File: src/rtl/core/incremental_pid_controller_macros.svh
// Assertion macros shared by the controller RTL.
// Needs a clock named clk and an active-low reset named arst_n in scope.
`ifndef INCREMENTAL_PID_CONTROLLER_MACROS_SVH
`define INCREMENTAL_PID_CONTROLLER_MACROS_SVH

// same-cycle implication
`define IPID_ASSERT_NOW(lbl, ante, cons, msg) \
	lbl: assert property (@(posedge clk) disable iff (!arst_n) (ante) |-> (cons)) \
		else $error(msg);

// next-cycle implication
`define IPID_ASSERT_NEXT(lbl, ante, cons, msg) \
	lbl: assert property (@(posedge clk) disable iff (!arst_n) (ante) |=> (cons)) \
		else $error(msg);

`endif

File: src/rtl/core/ipid_pkg.sv
// Shared types and constants of the incremental PID controller.
// No dependencies; used by every module in rtl/core.
package ipid_pkg;

	localparam int DATA_WIDTH_DEF = 32;
	localparam int FRAC_BITS_DEF  = 16;
	localparam int CFG_IDX_W      = 3;
	// 2*kd/dt is formed by a left shift
	localparam int DERIV_SHIFT    = 1;

	typedef enum logic [CFG_IDX_W-1:0] {
		REG_GAIN_PROP  = 3'd0,
		REG_GAIN_INTEG = 3'd1,
		REG_GAIN_DERIV = 3'd2,
		REG_STEP_TIME  = 3'd3,
		REG_SETPOINT   = 3'd4
	} reg_idx_t;

	typedef enum logic {
		OP_MUL = 1'b0,
		OP_DIV = 1'b1
	} op_t;

	// operand set fed to the iterative unit
	typedef enum logic [2:0] {
		SEL_DIV = 3'd0,
		SEL_IDT = 3'd1,
		SEL_C0  = 3'd2,
		SEL_C1  = 3'd3,
		SEL_C2  = 3'd4
	} sel_t;

	typedef enum logic [3:0] {
		ST_IDLE,
		ST_DIV_GO,
		ST_DIV_RUN,
		ST_IDT_GO,
		ST_IDT_RUN,
		ST_COEF,
		ST_T0_GO,
		ST_T0_RUN,
		ST_T1_GO,
		ST_T1_RUN,
		ST_T2_GO,
		ST_T2_RUN,
		ST_DONE
	} state_t;

	typedef struct packed {
		logic busy;
		logic load_in;
		logic start;
		op_t  op;
		sel_t sel;
		logic cap_q;
		logic cap_idt;
		logic cap_coef;
		logic acc_add;
		logic commit;
	} ctrl_t;

endpackage

File: src/rtl/core/ipid_iter_unit.sv
// Bit-serial shift-add multiplier / restoring divider around one shared adder.
// Depends on ipid_pkg (ctrl_t, op_t).
module ipid_iter_unit #(
	parameter int DATA_WIDTH = ipid_pkg::DATA_WIDTH_DEF,
	parameter int FRAC_BITS  = ipid_pkg::FRAC_BITS_DEF
) (
	input  logic                             clk,
	input  logic                             arst_n,
	input  ipid_pkg::ctrl_t                  ctrl,
	input  logic [DATA_WIDTH+FRAC_BITS-1:0]  opa,
	input  logic [DATA_WIDTH-1:0]            opb,
	output logic                             busy,
	output logic                             done,
	output logic [2*DATA_WIDTH-1:0]          prod,
	output logic [DATA_WIDTH+FRAC_BITS-1:0]  quot
);

	localparam int NW = DATA_WIDTH + FRAC_BITS;
	localparam int CW = $clog2(NW + 1);

	logic [DATA_WIDTH-1:0] hi_q;
	logic [NW-1:0]         lo_q;
	logic [DATA_WIDTH-1:0] opb_q;
	ipid_pkg::op_t         op_q;
	logic [CW-1:0]         cnt_q;
	logic                  busy_q;
	logic                  done_q;

	logic                  is_div;
	logic [DATA_WIDTH:0]   add_x;
	logic [DATA_WIDTH:0]   add_y;
	logic [DATA_WIDTH+1:0] sum;
	logic [CW-1:0]         last;

	// divide: trial subtract of the divisor from {remainder, next dividend bit}
	// multiply: add multiplicand into the high half when the multiplier lsb is set
	assign is_div = (op_q == ipid_pkg::OP_DIV);
	assign add_x  = is_div ? {hi_q, lo_q[NW-1]} : {1'b0, hi_q};
	assign add_y  = (is_div || lo_q[0]) ? {1'b0, opb_q} : '0;
	assign sum    = {1'b0, add_x} + {1'b0, (is_div ? ~add_y : add_y)}
	                + (DATA_WIDTH+2)'(is_div);
	assign last   = is_div ? CW'(NW - 1) : CW'(DATA_WIDTH - 1);

	always_ff @(posedge clk or negedge arst_n) begin
		if (!arst_n) begin
			busy_q <= 1'b0;
			done_q <= 1'b0;
			cnt_q  <= '0;
		end else if (ctrl.start) begin
			busy_q <= 1'b1;
			done_q <= 1'b0;
			cnt_q  <= '0;
		end else begin
			done_q <= busy_q && (cnt_q == last);
			if (busy_q) begin
				cnt_q <= cnt_q + CW'(1);
				if (cnt_q == last)
					busy_q <= 1'b0;
			end
		end
	end

	always_ff @(posedge clk) begin
		if (ctrl.start) begin
			hi_q  <= '0;
			lo_q  <= opa;
			opb_q <= opb;
			op_q  <= ctrl.op;
		end else if (busy_q) begin
			if (is_div) begin
				// carry out set: no borrow, quotient bit is one
				hi_q <= sum[DATA_WIDTH+1] ? sum[DATA_WIDTH-1:0] : add_x[DATA_WIDTH-1:0];
				lo_q <= {lo_q[NW-2:0], sum[DATA_WIDTH+1]};
			end else begin
				hi_q <= sum[DATA_WIDTH:1];
				lo_q <= NW'({sum[0], lo_q[DATA_WIDTH-1:1]});
			end
		end
	end

	assign busy = busy_q;
	assign done = done_q;
	assign prod = {hi_q, lo_q[DATA_WIDTH-1:0]};
	assign quot = lo_q;

endmodule

File: src/rtl/core/ipid_seq.sv
// Sequencer: steps one item through divide, four multiplies and the final sum.
// Depends on ipid_pkg (state_t, ctrl_t).
module ipid_seq (
	input  logic            clk,
	input  logic            arst_n,
	input  logic            in_valid,
	input  logic            unit_done,
	input  logic            out_free,
	output ipid_pkg::ctrl_t ctrl
);

	ipid_pkg::state_t state_q;
	ipid_pkg::state_t state_nxt;

	always_ff @(posedge clk or negedge arst_n) begin
		if (!arst_n) begin
			state_q <= ipid_pkg::ST_IDLE;
		end else begin
			state_q <= state_nxt;
		end
	end

	always_comb begin
		state_nxt = state_q;
		case (state_q)
			ipid_pkg::ST_IDLE:    if (in_valid) state_nxt = ipid_pkg::ST_DIV_GO;
			ipid_pkg::ST_DIV_GO:  state_nxt = ipid_pkg::ST_DIV_RUN;
			ipid_pkg::ST_DIV_RUN: if (unit_done) state_nxt = ipid_pkg::ST_IDT_GO;
			ipid_pkg::ST_IDT_GO:  state_nxt = ipid_pkg::ST_IDT_RUN;
			ipid_pkg::ST_IDT_RUN: if (unit_done) state_nxt = ipid_pkg::ST_COEF;
			ipid_pkg::ST_COEF:    state_nxt = ipid_pkg::ST_T0_GO;
			ipid_pkg::ST_T0_GO:   state_nxt = ipid_pkg::ST_T0_RUN;
			ipid_pkg::ST_T0_RUN:  if (unit_done) state_nxt = ipid_pkg::ST_T1_GO;
			ipid_pkg::ST_T1_GO:   state_nxt = ipid_pkg::ST_T1_RUN;
			ipid_pkg::ST_T1_RUN:  if (unit_done) state_nxt = ipid_pkg::ST_T2_GO;
			ipid_pkg::ST_T2_GO:   state_nxt = ipid_pkg::ST_T2_RUN;
			ipid_pkg::ST_T2_RUN:  if (unit_done) state_nxt = ipid_pkg::ST_DONE;
			ipid_pkg::ST_DONE:    if (out_free) state_nxt = ipid_pkg::ST_IDLE;
			default:              state_nxt = ipid_pkg::ST_IDLE;
		endcase
	end

	always_comb begin
		ctrl      = '0;
		ctrl.op   = ipid_pkg::OP_MUL;
		ctrl.sel  = ipid_pkg::SEL_DIV;
		ctrl.busy = (state_q != ipid_pkg::ST_IDLE);
		case (state_q)
			ipid_pkg::ST_IDLE: begin
				ctrl.load_in = in_valid;
			end
			ipid_pkg::ST_DIV_GO: begin
				ctrl.start = 1'b1;
				ctrl.op    = ipid_pkg::OP_DIV;
			end
			ipid_pkg::ST_DIV_RUN: begin
				ctrl.cap_q = unit_done;
			end
			ipid_pkg::ST_IDT_GO: begin
				ctrl.start = 1'b1;
				ctrl.sel   = ipid_pkg::SEL_IDT;
			end
			ipid_pkg::ST_IDT_RUN: begin
				ctrl.sel     = ipid_pkg::SEL_IDT;
				ctrl.cap_idt = unit_done;
			end
			ipid_pkg::ST_COEF: begin
				ctrl.cap_coef = 1'b1;
			end
			ipid_pkg::ST_T0_GO: begin
				ctrl.start = 1'b1;
				ctrl.sel   = ipid_pkg::SEL_C0;
			end
			ipid_pkg::ST_T0_RUN: begin
				ctrl.sel     = ipid_pkg::SEL_C0;
				ctrl.acc_add = unit_done;
			end
			ipid_pkg::ST_T1_GO: begin
				ctrl.start = 1'b1;
				ctrl.sel   = ipid_pkg::SEL_C1;
			end
			ipid_pkg::ST_T1_RUN: begin
				ctrl.sel     = ipid_pkg::SEL_C1;
				ctrl.acc_add = unit_done;
			end
			ipid_pkg::ST_T2_GO: begin
				ctrl.start = 1'b1;
				ctrl.sel   = ipid_pkg::SEL_C2;
			end
			ipid_pkg::ST_T2_RUN: begin
				ctrl.sel     = ipid_pkg::SEL_C2;
				ctrl.acc_add = unit_done;
			end
			ipid_pkg::ST_DONE: begin
				ctrl.commit = out_free;
			end
			default: begin
				ctrl.busy = 1'b1;
			end
		endcase
	end

endmodule

File: src/rtl/core/incremental_pid_controller.sv
// Incremental (velocity-form) PID controller top level: config registers, error
// history, coefficient and accumulator datapath. Uses ipid_pkg, ipid_seq, ipid_iter_unit.
//
//  channel  direction  handshake            payload
//  in       sink       in_valid / in_stall  measured
//  out      source     out_valid/out_stall  drive, clipped
//  cfg      sink       cfg_valid/cfg_ready  cfg_index, cfg_data
//
// From acceptance to result, each item goes through the one-bit-per-cycle
// shift-add/subtract unit that runs the kd/dt divide and the four multiplies in turn,
// and in_stall is high meanwhile, so a new item waits until the last is committed.
// A finished result sits in the output register; the next item is taken while it
// waits, and only its commit waits for out_stall. cfg_ready is always high.
// Reset: gains and setpoint zero, step time 1.0, error history and drive zero.
`include "incremental_pid_controller_macros.svh"

module incremental_pid_controller #(
	parameter int DATA_WIDTH = ipid_pkg::DATA_WIDTH_DEF,
	parameter int FRAC_BITS  = ipid_pkg::FRAC_BITS_DEF
) (
	input  logic                           clk,
	input  logic                           arst_n,
	input  logic                           in_valid,
	output logic                           in_stall,
	input  logic signed [DATA_WIDTH-1:0]   measured,
	output logic                           out_valid,
	input  logic                           out_stall,
	output logic signed [DATA_WIDTH-1:0]   drive,
	output logic                           clipped,
	input  logic                           cfg_valid,
	output logic                           cfg_ready,
	input  logic [ipid_pkg::CFG_IDX_W-1:0] cfg_index,
	input  logic [DATA_WIDTH-1:0]          cfg_data
);

	localparam int NW = DATA_WIDTH + FRAC_BITS;
	localparam int SW = 2*DATA_WIDTH + FRAC_BITS + 2;
	localparam logic [DATA_WIDTH-1:0] D_MAX = {1'b0, {(DATA_WIDTH-1){1'b1}}};
	localparam logic [DATA_WIDTH-1:0] D_MIN = {1'b1, {(DATA_WIDTH-1){1'b0}}};

	function automatic logic fits(input logic signed [SW-1:0] x);
		return (x[SW-1:DATA_WIDTH-1] == '0) || (x[SW-1:DATA_WIDTH-1] == '1);
	endfunction

	function automatic logic [DATA_WIDTH-1:0] sat_w(input logic signed [SW-1:0] x);
		logic [DATA_WIDTH-1:0] r;
		if (fits(x))
			r = x[DATA_WIDTH-1:0];
		else
			r = x[SW-1] ? D_MIN : D_MAX;
		return r;
	endfunction

	function automatic logic [DATA_WIDTH-1:0] mag(input logic [DATA_WIDTH-1:0] v);
		return v[DATA_WIDTH-1] ? (~v + DATA_WIDTH'(1)) : v;
	endfunction

	// configuration
	logic signed [DATA_WIDTH-1:0] gain_prop_q;
	logic signed [DATA_WIDTH-1:0] gain_integ_q;
	logic signed [DATA_WIDTH-1:0] gain_deriv_q;
	logic        [DATA_WIDTH-1:0] step_time_q;
	logic signed [DATA_WIDTH-1:0] setpoint_q;

	// state and working registers
	logic signed [DATA_WIDTH-1:0] err0_q;
	logic signed [DATA_WIDTH-1:0] err1_q;
	logic signed [DATA_WIDTH-1:0] err2_q;
	logic signed [DATA_WIDTH-1:0] drv_q;
	logic                         clip_q;
	logic                         out_valid_q;
	logic signed [DATA_WIDTH-1:0] q_q;
	logic signed [DATA_WIDTH-1:0] idt_q;
	logic signed [DATA_WIDTH-1:0] c0_q;
	logic signed [DATA_WIDTH-1:0] c1_q;
	logic signed [SW-1:0]         acc_q;

	ipid_pkg::ctrl_t              ctrl;
	logic                         out_free;
	logic                         unit_busy;
	logic                         unit_done;
	logic [2*DATA_WIDTH-1:0]      prod;
	logic [NW-1:0]                quot;
	logic [NW-1:0]                opa;
	logic [DATA_WIDTH-1:0]        opb;
	logic                         neg;
	logic [DATA_WIDTH-1:0]        dt_eff;
	logic signed [SW-1:0]         err_full;
	logic signed [SW-1:0]         prod_ext;
	logic signed [SW-1:0]         quot_ext;
	logic signed [SW-1:0]         term_sh;
	logic signed [SW-1:0]         q_full;
	logic signed [SW-1:0]         c0_full;
	logic signed [SW-1:0]         c1_full;

	assign cfg_ready = 1'b1;
	assign out_free  = !out_valid_q || !out_stall;
	assign in_stall  = ctrl.busy;
	assign out_valid = out_valid_q;
	assign drive     = drv_q;
	assign clipped   = clip_q;

	// a zero step time acts as the smallest interval
	assign dt_eff = (step_time_q == '0) ? DATA_WIDTH'(1) : step_time_q;

	always_comb begin
		opa = '0;
		opb = '0;
		neg = 1'b0;
		case (ctrl.sel)
			ipid_pkg::SEL_DIV: begin
				opa = {mag(gain_deriv_q), {FRAC_BITS{1'b0}}};
				opb = dt_eff;
				neg = gain_deriv_q[DATA_WIDTH-1];
			end
			ipid_pkg::SEL_IDT: begin
				opa = NW'(dt_eff);
				opb = mag(gain_integ_q);
				neg = gain_integ_q[DATA_WIDTH-1];
			end
			ipid_pkg::SEL_C0: begin
				opa = NW'(mag(err0_q));
				opb = mag(c0_q);
				neg = c0_q[DATA_WIDTH-1] ^ err0_q[DATA_WIDTH-1];
			end
			ipid_pkg::SEL_C1: begin
				opa = NW'(mag(err1_q));
				opb = mag(c1_q);
				neg = c1_q[DATA_WIDTH-1] ^ err1_q[DATA_WIDTH-1];
			end
			ipid_pkg::SEL_C2: begin
				opa = NW'(mag(err2_q));
				opb = mag(q_q);
				neg = q_q[DATA_WIDTH-1] ^ err2_q[DATA_WIDTH-1];
			end
			default: begin
				neg = 1'b0;
			end
		endcase
	end

	always_comb begin
		err_full = SW'(setpoint_q) - SW'(measured);
		prod_ext = SW'($signed({1'b0, prod}));
		quot_ext = SW'($signed({1'b0, quot}));
		// floor shift of the signed product
		term_sh  = (neg ? -prod_ext : prod_ext) >>> FRAC_BITS;
		q_full   = neg ? -quot_ext : quot_ext;
		c0_full  = SW'(gain_prop_q) + SW'(q_q) + SW'(idt_q);
		c1_full  = -SW'(gain_prop_q) - (SW'(q_q) <<< ipid_pkg::DERIV_SHIFT);
	end

	always_ff @(posedge clk or negedge arst_n) begin
		if (!arst_n) begin
			gain_prop_q  <= '0;
			gain_integ_q <= '0;
			gain_deriv_q <= '0;
			step_time_q  <= DATA_WIDTH'(1) << FRAC_BITS;
			setpoint_q   <= '0;
		end else if (cfg_valid && cfg_ready) begin
			case (cfg_index)
				ipid_pkg::REG_GAIN_PROP:  gain_prop_q  <= cfg_data;
				ipid_pkg::REG_GAIN_INTEG: gain_integ_q <= cfg_data;
				ipid_pkg::REG_GAIN_DERIV: gain_deriv_q <= cfg_data;
				ipid_pkg::REG_STEP_TIME:  step_time_q  <= cfg_data;
				ipid_pkg::REG_SETPOINT:   setpoint_q   <= cfg_data;
				default:                  ;
			endcase
		end
	end

	always_ff @(posedge clk or negedge arst_n) begin
		if (!arst_n) begin
			err1_q      <= '0;
			err2_q      <= '0;
			drv_q       <= '0;
			clip_q      <= 1'b0;
			out_valid_q <= 1'b0;
		end else if (ctrl.commit) begin
			drv_q       <= sat_w(acc_q);
			clip_q      <= !fits(acc_q);
			err2_q      <= err1_q;
			err1_q      <= err0_q;
			out_valid_q <= 1'b1;
		end else if (!out_stall) begin
			out_valid_q <= 1'b0;
		end
	end

	always_ff @(posedge clk) begin
		if (ctrl.load_in)
			err0_q <= sat_w(err_full);
		if (ctrl.cap_q)
			q_q <= sat_w(q_full);
		if (ctrl.cap_idt)
			idt_q <= sat_w(term_sh);
		if (ctrl.cap_coef) begin
			c0_q  <= sat_w(c0_full);
			c1_q  <= sat_w(c1_full);
			acc_q <= SW'(drv_q);
		end else if (ctrl.acc_add) begin
			acc_q <= acc_q + term_sh;
		end
	end

	ipid_seq u_seq (
		.clk       (clk),
		.arst_n    (arst_n),
		.in_valid  (in_valid),
		.unit_done (unit_done),
		.out_free  (out_free),
		.ctrl      (ctrl)
	);

	ipid_iter_unit #(
		.DATA_WIDTH (DATA_WIDTH),
		.FRAC_BITS  (FRAC_BITS)
	) u_unit (
		.clk    (clk),
		.arst_n (arst_n),
		.ctrl   (ctrl),
		.opa    (opa),
		.opb    (opb),
		.busy   (unit_busy),
		.done   (unit_done),
		.prod   (prod),
		.quot   (quot)
	);

	`IPID_ASSERT_NOW(a_commit_free, ctrl.commit, !out_valid_q || !out_stall, "commit over a held result")
	`IPID_ASSERT_NOW(a_idle_unit, !in_stall, !unit_busy, "ready while the unit runs")
	`IPID_ASSERT_NOW(a_start_idle, ctrl.start, !unit_busy, "unit restarted while busy")
	`IPID_ASSERT_NEXT(a_commit_valid, ctrl.commit, out_valid_q, "committed item not shown")

endmodule
File: config.mk
export PLATFORM = sky130hd
export DESIGN_NAME = incremental_pid_controller
export DESIGN_NICKNAME = d
export VERILOG_FILES = /design/src/rtl/core/ipid_pkg.sv /design/src/rtl/core/ipid_iter_unit.sv /design/src/rtl/core/ipid_seq.sv /design/src/rtl/core/incremental_pid_controller.sv
export VERILOG_INCLUDE_DIRS = /design/src /design/src/rtl/core
export SDC_FILE = /design/constraint.sdc
export NUM_CORES = 2
export LEC_CHECK = 0
export BUFFER_PORTS_ARGS = -buffer_cell sky130_fd_sc_hd__buf_2
export CORE_UTILIZATION = 45
export CTS_CLUSTER_SIZE = 10
export DETAILED_ROUTE_END_ITERATION = 10
export PLACE_DENSITY_LB_ADDON = 0.3
export SYNTH_ARGS = -nofsm -noshare
export SYNTH_HDL_FRONTEND = slang
export SYNTH_SLANG_ARGS = --single-unit
File: constraint.sdc
create_clock -name clk -period 20.1 [get_ports clk]
set_input_delay 2.01 -clock clk [delete_from_list [all_inputs] [get_ports clk]]
set_output_delay 2.01 -clock clk [all_outputs]
set_load 0.03 [all_outputs]
**Word-level counts from Yosys, hierarchy flattened**

Cells that the tools add are included.

- Register bits: 625
- Logic and storage cells: 191

- Add/subtract/negate cells: 19
- Equal/unequal tests: 35
- Bitwise gates (word level): 12
- Multiplexer cells: 63
- Reduce and logical (&&, ||, !) cells: 38

Operator list:

| kind | count |
|---|---|
| $mux 32 | 24 |
| $mux 82 | 4 |
| $eq 51x51->1 const B | 6 |
| $logic_not 51->1 | 6 |
| $add 32x1->32 const B | 8 |
| $not 32->32 | 8 |
| $pmux 48 s5 | 1 |
| $pmux 32 s5 | 1 |
| $mux 48 | 3 |
| $add 82x66->82 | 1 |
| $neg 32->82 | 1 |
| $neg 48->82 | 1 |
| $neg 64->82 | 1 |
| $sub 82x33->82 | 1 |
| $mux 33 | 2 |
| $pmux 4 s13 | 1 |
| $add 33x32->34 | 1 |
| $add 33x33->34 | 1 |
| $add 34x1->34 | 1 |
| $add 32x32->33 | 1 |
| $not 33->33 | 1 |
| $sub 32x32->33 | 1 |
| $logic_not 32->1 | 1 |
| $mux 4 | 7 |
| 29 further kinds | 84 |

**Depth between registers and ports, before layout**

- Word-level depth: 9
- Mapped depth: 27
- Mapped depth without buffers: 22

**Hierarchy**

From an unflattened synthesis, not the netlist that was laid out.

- Cell total of the unflattened synthesis: 5243
- Area, all modules: 48352.6 sq um

Modules (own cells, without submodules):

| module | instances | cells each | area each (sq um) |
|---|---|---|---|
| incremental_pid_controller | 1 | 4314 | 39805.7 |
| ipid_iter_unit | 1 | 878 | 8192.9 |
| ipid_seq | 1 | 51 | 354.1 |

**Worst setup path after synthesis**

Ideal clock, no wire load.

- Kind: register to register
- Start point: register u_seq.state_q[3]
- End point: register acc_q[74], data pin
- Arrival time: 6.259 ns
- Stages on the path, launching flop included: 27
- Library setup time: 0.271 ns
- Slack: 13.570 ns
- Cell sequence: dfrtp_1 > clkbuf_1 > and3b_1 > clkbuf_1 > a32o_1 > a221oi_1 > and2_0 > clkbuf_1 > clkbuf_1 > buf_1 > buf_1 > buf_1 > nor2_1 > xnor2_1 > inv_1 > ha_1 > o21ai_0 > a211oi_1 > o211a_1 > a211o_1 > a2111oi_0 > o2111ai_1 > nand3_1 > a21oi_1 > a211oi_1 > xor2_1 > o21ai_0

- Longest elaborated chain between the ends: 9

RTL lines:

| what | line | RTL |
|---|---|---|
| from (decl) | ipid_seq.sv:12 | `ipid_pkg::state_t state_q;` |
| from (signal assigned) | ipid_seq.sv:17 | `state_q <= ipid_pkg::ST_IDLE;` |
| from (signal assigned) | ipid_seq.sv:19 | `state_q <= state_nxt;` |
| $eq 4x4->1, or another cell as far along | ipid_seq.sv:48 | `case (state_q)` |
| $reduce_or 2->1 (no source line) | -- |  |
| $pmux 3 s4 | ipid_seq.sv:48 |  |
| $eq 3x3->1, or another cell as far along | incremental_pid_controller.sv:110 | `case (ctrl.sel)` |
| $pmux 1 s5 | incremental_pid_controller.sv:110 |  |
| $mux 82 | incremental_pid_controller.sv:147 | `term_sh = (neg ? -prod_ext : prod_ext) >>> FRAC_BITS;` |
| $add 82x66->82 | incremental_pid_controller.sv:202 | `acc_q <= acc_q + term_sh;` |
| $mux 82 | incremental_pid_controller.sv:201 | `end else if (ctrl.acc_add) begin` |
| $mux 82 * | incremental_pid_controller.sv:197 | `if (ctrl.cap_coef) begin` |
| to (signal assigned) | incremental_pid_controller.sv:200 | `acc_q <= SW'(drv_q);` |
| to (signal assigned) | incremental_pid_controller.sv:202 |  |
| to (decl) | incremental_pid_controller.sv:76 | `logic signed [SW-1:0] acc_q;` |

Every way passes the cells marked *; elsewhere a longest branch is shown, timed or not. The select of a mux whose other input is x is not followed.
A chain may end at the register's enable or synchronous reset.

**Final worst setup path**

- Start point: register u_seq.state_q[3]
- End point: register acc_q[75], data pin

Same word-level chain as after synthesis.

==> flow_summary.toml <==
[synth]
synth_top_cell_area_share = 0.209
ys_seq_area_frac = 0.369
ys_types = 94
yosysMostFrequentCell = "o21ai_0"
syn_inst = 4984
async_flop_share = 0.432
synth_compound_area_frac = 0.202
ys_ff_latch = 625
yosys.area_share.simple = 0.132
muxShareOfSynthArea = 0.0764
yosys_most_used_dff = "edfxtp_1"
synth_area_per_cell_um2 = 9.30
synth_fa_ha_area_frac = 0.0868
synth_common_cells = "o21ai_0 (505), nand2_1 (452), a21oi_1 (358)"
yosys_warnings = 0
yosysTopAreaCell = "edfxtp_1"
ys_top_cells_by_area = "edfxtp_1 (21%), dfrtp_1 (15%), ha_1 (6.9%)"
netlist_area_mm2 = 0.0464
syn_nets = 5349
synth_top_family_by_area = "compound AO/OA/AOI/OAI gates"
synth_edf_count = 323
synth_xor_area_frac = 0.0939

[floorplan]
die-area_mm2 = 0.104
rows = 117
ios = 108
die_h_um = 323
core_area_mm2 = 0.102
die_w_um = 323
start_util = 0.454

[global_route]
grtUsageTotal = 0.304
grt_pass1_vias = 37500
grt_pass1_wl_um = 238000
overflow = 0
grt_max_degree = 84
antenna_found_initial = 9

[pwr]
power_mw = 10.2
combPwrFrac = 0.619
internal_power_mw = 5.14
powerDensity_mw_per_mm2 = 200
leakage_nw = 20.5
power_frac_seq = 0.246
swShare = 0.494
peakVddDrop_v = 0.000127
p_sw_mw = 5.01
clkPwrFrac = 0.136

[worst_setup_path]
worstPathRequired_ns = 20.49
critical_path.cell_chain = "nor2b_1 > and2_1 > buf_4 > a221oi_1 > and2_2 > buf_4 > nor2_1 > xnor2_1 > inv_1 > ha_1 > o21ai_0 > a21oi_1 > o211ai_1 > a21boi_0 > a41oi_1 > o21ai_0 > a311oi_1 > nor3_1 > o31ai_1 > nor4_1 > a211o_1"
critPathKind = "reg2reg"
cpPeakStageDelay_ns = 0.74
critPathArrivalTime_ns = 7.46
end_kind = "flop"
path_max_fanout = 60
crit_path_top_delay_cell = "dfrtp_1"
start_kind = "flop"

[sta]
rsz0062_at_grt = "false"
max_slew.worst_pin.slew_ns = 1.44
layout_setup_ws_ns = 13.03
min_period_ns = 7.07
post-route-period-util = 0.352
max_freq_mhz = 141
finalHoldViolCount = 0
final-setup-viol-count = 0
maxSlewViolCount = 0
setup_tns_ns = 0
finalHoldWorstSlack_ns = 0.483
maxSlewHeadroom = 0.0176
skew_ns = 0.0405

[cells_and_area]
fillCellCount = 9606
regMostFlops = "acc_q"
layout.nets = 5324
fin_cells = 6393
drive_gt1_frac = 0.113
syn_to_final_growth_pct = 9.23
largest_reg_flops = 82

[routing]
vias_per_cell = 6.25
dr.max_layer_used = "met5"
routedWlPerCell_um = 25.1
drcViolationCount = 0
drt_iter0_drc = 4411
dr.pass1.iters = 8
wl_um = 160000
via_count = 40000
wl_met1_um = 64500
antenna_left = 0
dr_wl_met3_um = 12500
met2_length_um = 72700

[placed_design]
io_buffer_count = 106
gp_congestion = 1.01
dpl.hpwl_um = 122000
dp.cells = 6247
dp_slack_ns = 13.18

[clock_network]
clk_pin_slew_worst_paths_ns = 0.06
cts_buffers = 78
cts-root-buf = "clkbuf_16"
clkSinkCount = 625
htree_levels = 3
postCtsHoldBufs = 0
clock_path_buffers = 3
cts_resized = 0
cts_tree = "built"
post_cts_buffers = 0
clk_latency_ns = 0.68

[run_status]
violations = "capacitance limit"
outcome = "complete, but fails checks"

[min_path]
hold_class = "reg2reg"

[run]
maxCapViolCount = 1
-- logic make-up (layout without fill, tap and decap cells) --
kind of cell	after synthesis	in the layout
adders and majority gates	301	301
AOI/OAI and AO/OA	1501	1501
and+or+nand+nor	1251	1251
buffers and inverters	489	525
xor gates and xnor gates	497	497
muxes	319	319
other	1	6
DFF	625	625
-- per-layer routing --
layer  track usage  up-vias
met4         0.176        2
met3        0.0620      363
met2         0.480     1701
li1              -    18500
met1         0.385    19400
met5             0        -
-- final timing paths --
check                                      start         endpoint  slack [ns]  cells after the start
worst max-delay path            u_seq.state_q[3]        acc_q[75]       13.03                     21
worst max register to register  u_seq.state_q[3]        acc_q[75]       13.03                     21
worst min register to register           clipped          clipped        0.48                      2
max in group asynchronous                 arst_n  gain_prop_q[24]       16.60                      3
min in group asynchronous                 arst_n    setpoint_q[1]        1.27                      1
worst min-delay path                     clipped          clipped        0.48                      2
-- power by group through the flow --
stage               clock [mW]  combinational (mW)  sequential (mW)
finish                    1.38                6.28             2.49
global route              1.44                6.87             2.53
CTS                       1.40                6.19             2.48
detailed placement           0                6.16             2.50
global placement             0                6.12             2.49
floorplan                    0                4.45             2.33
-- per-stage QoR --
step           instance area [um2]   util
6_report                     50700  0.496
5_1_grt                      50600  0.496
4_1_cts                      50600  0.496
3_5_place_dp                 48200  0.472
3_3_place_gp                 48200  0.472
2_1_floorplan                46400      -
-- worst max-delay path, delay by kind of cell (launching register included) --
family | cells | cell delay, ns
compound gates | 10 | 3.45
simple gates | 6 | 1.11
buf+inv | 3 | 0.89
flops | 1 | 0.74
fa+ha+maj | 1 | 0.32
xor+xnor | 1 | 0.26
-- cell usage in the layout (no fill, tap or decap), drive strengths merged, types with 93 or more instances in the layout --
cell type    n
dfrtp      269
nand2      452
o21ai      506
xor2       221
buf        168
clkbuf     126
xnor2      276
ha         256
nor2       244
inv        217
mux2       233
a21o        93
a21oi      358
edfxtp     323
-- layout make-up --
class	count	area (um2)	share of cell area
antenna	5	12.5	0.000247
tap	1368	1710	0.0338
timing repair buffer	168	1010	0.0199
sequential	625	17100	0.338
multi-input combinational	3870	27500	0.544
clock buffer	126	2230	0.0441
clock inverter	15	229	0.00452
inverter	216	813	0.0161
Power figures use the tool's default switching activity.
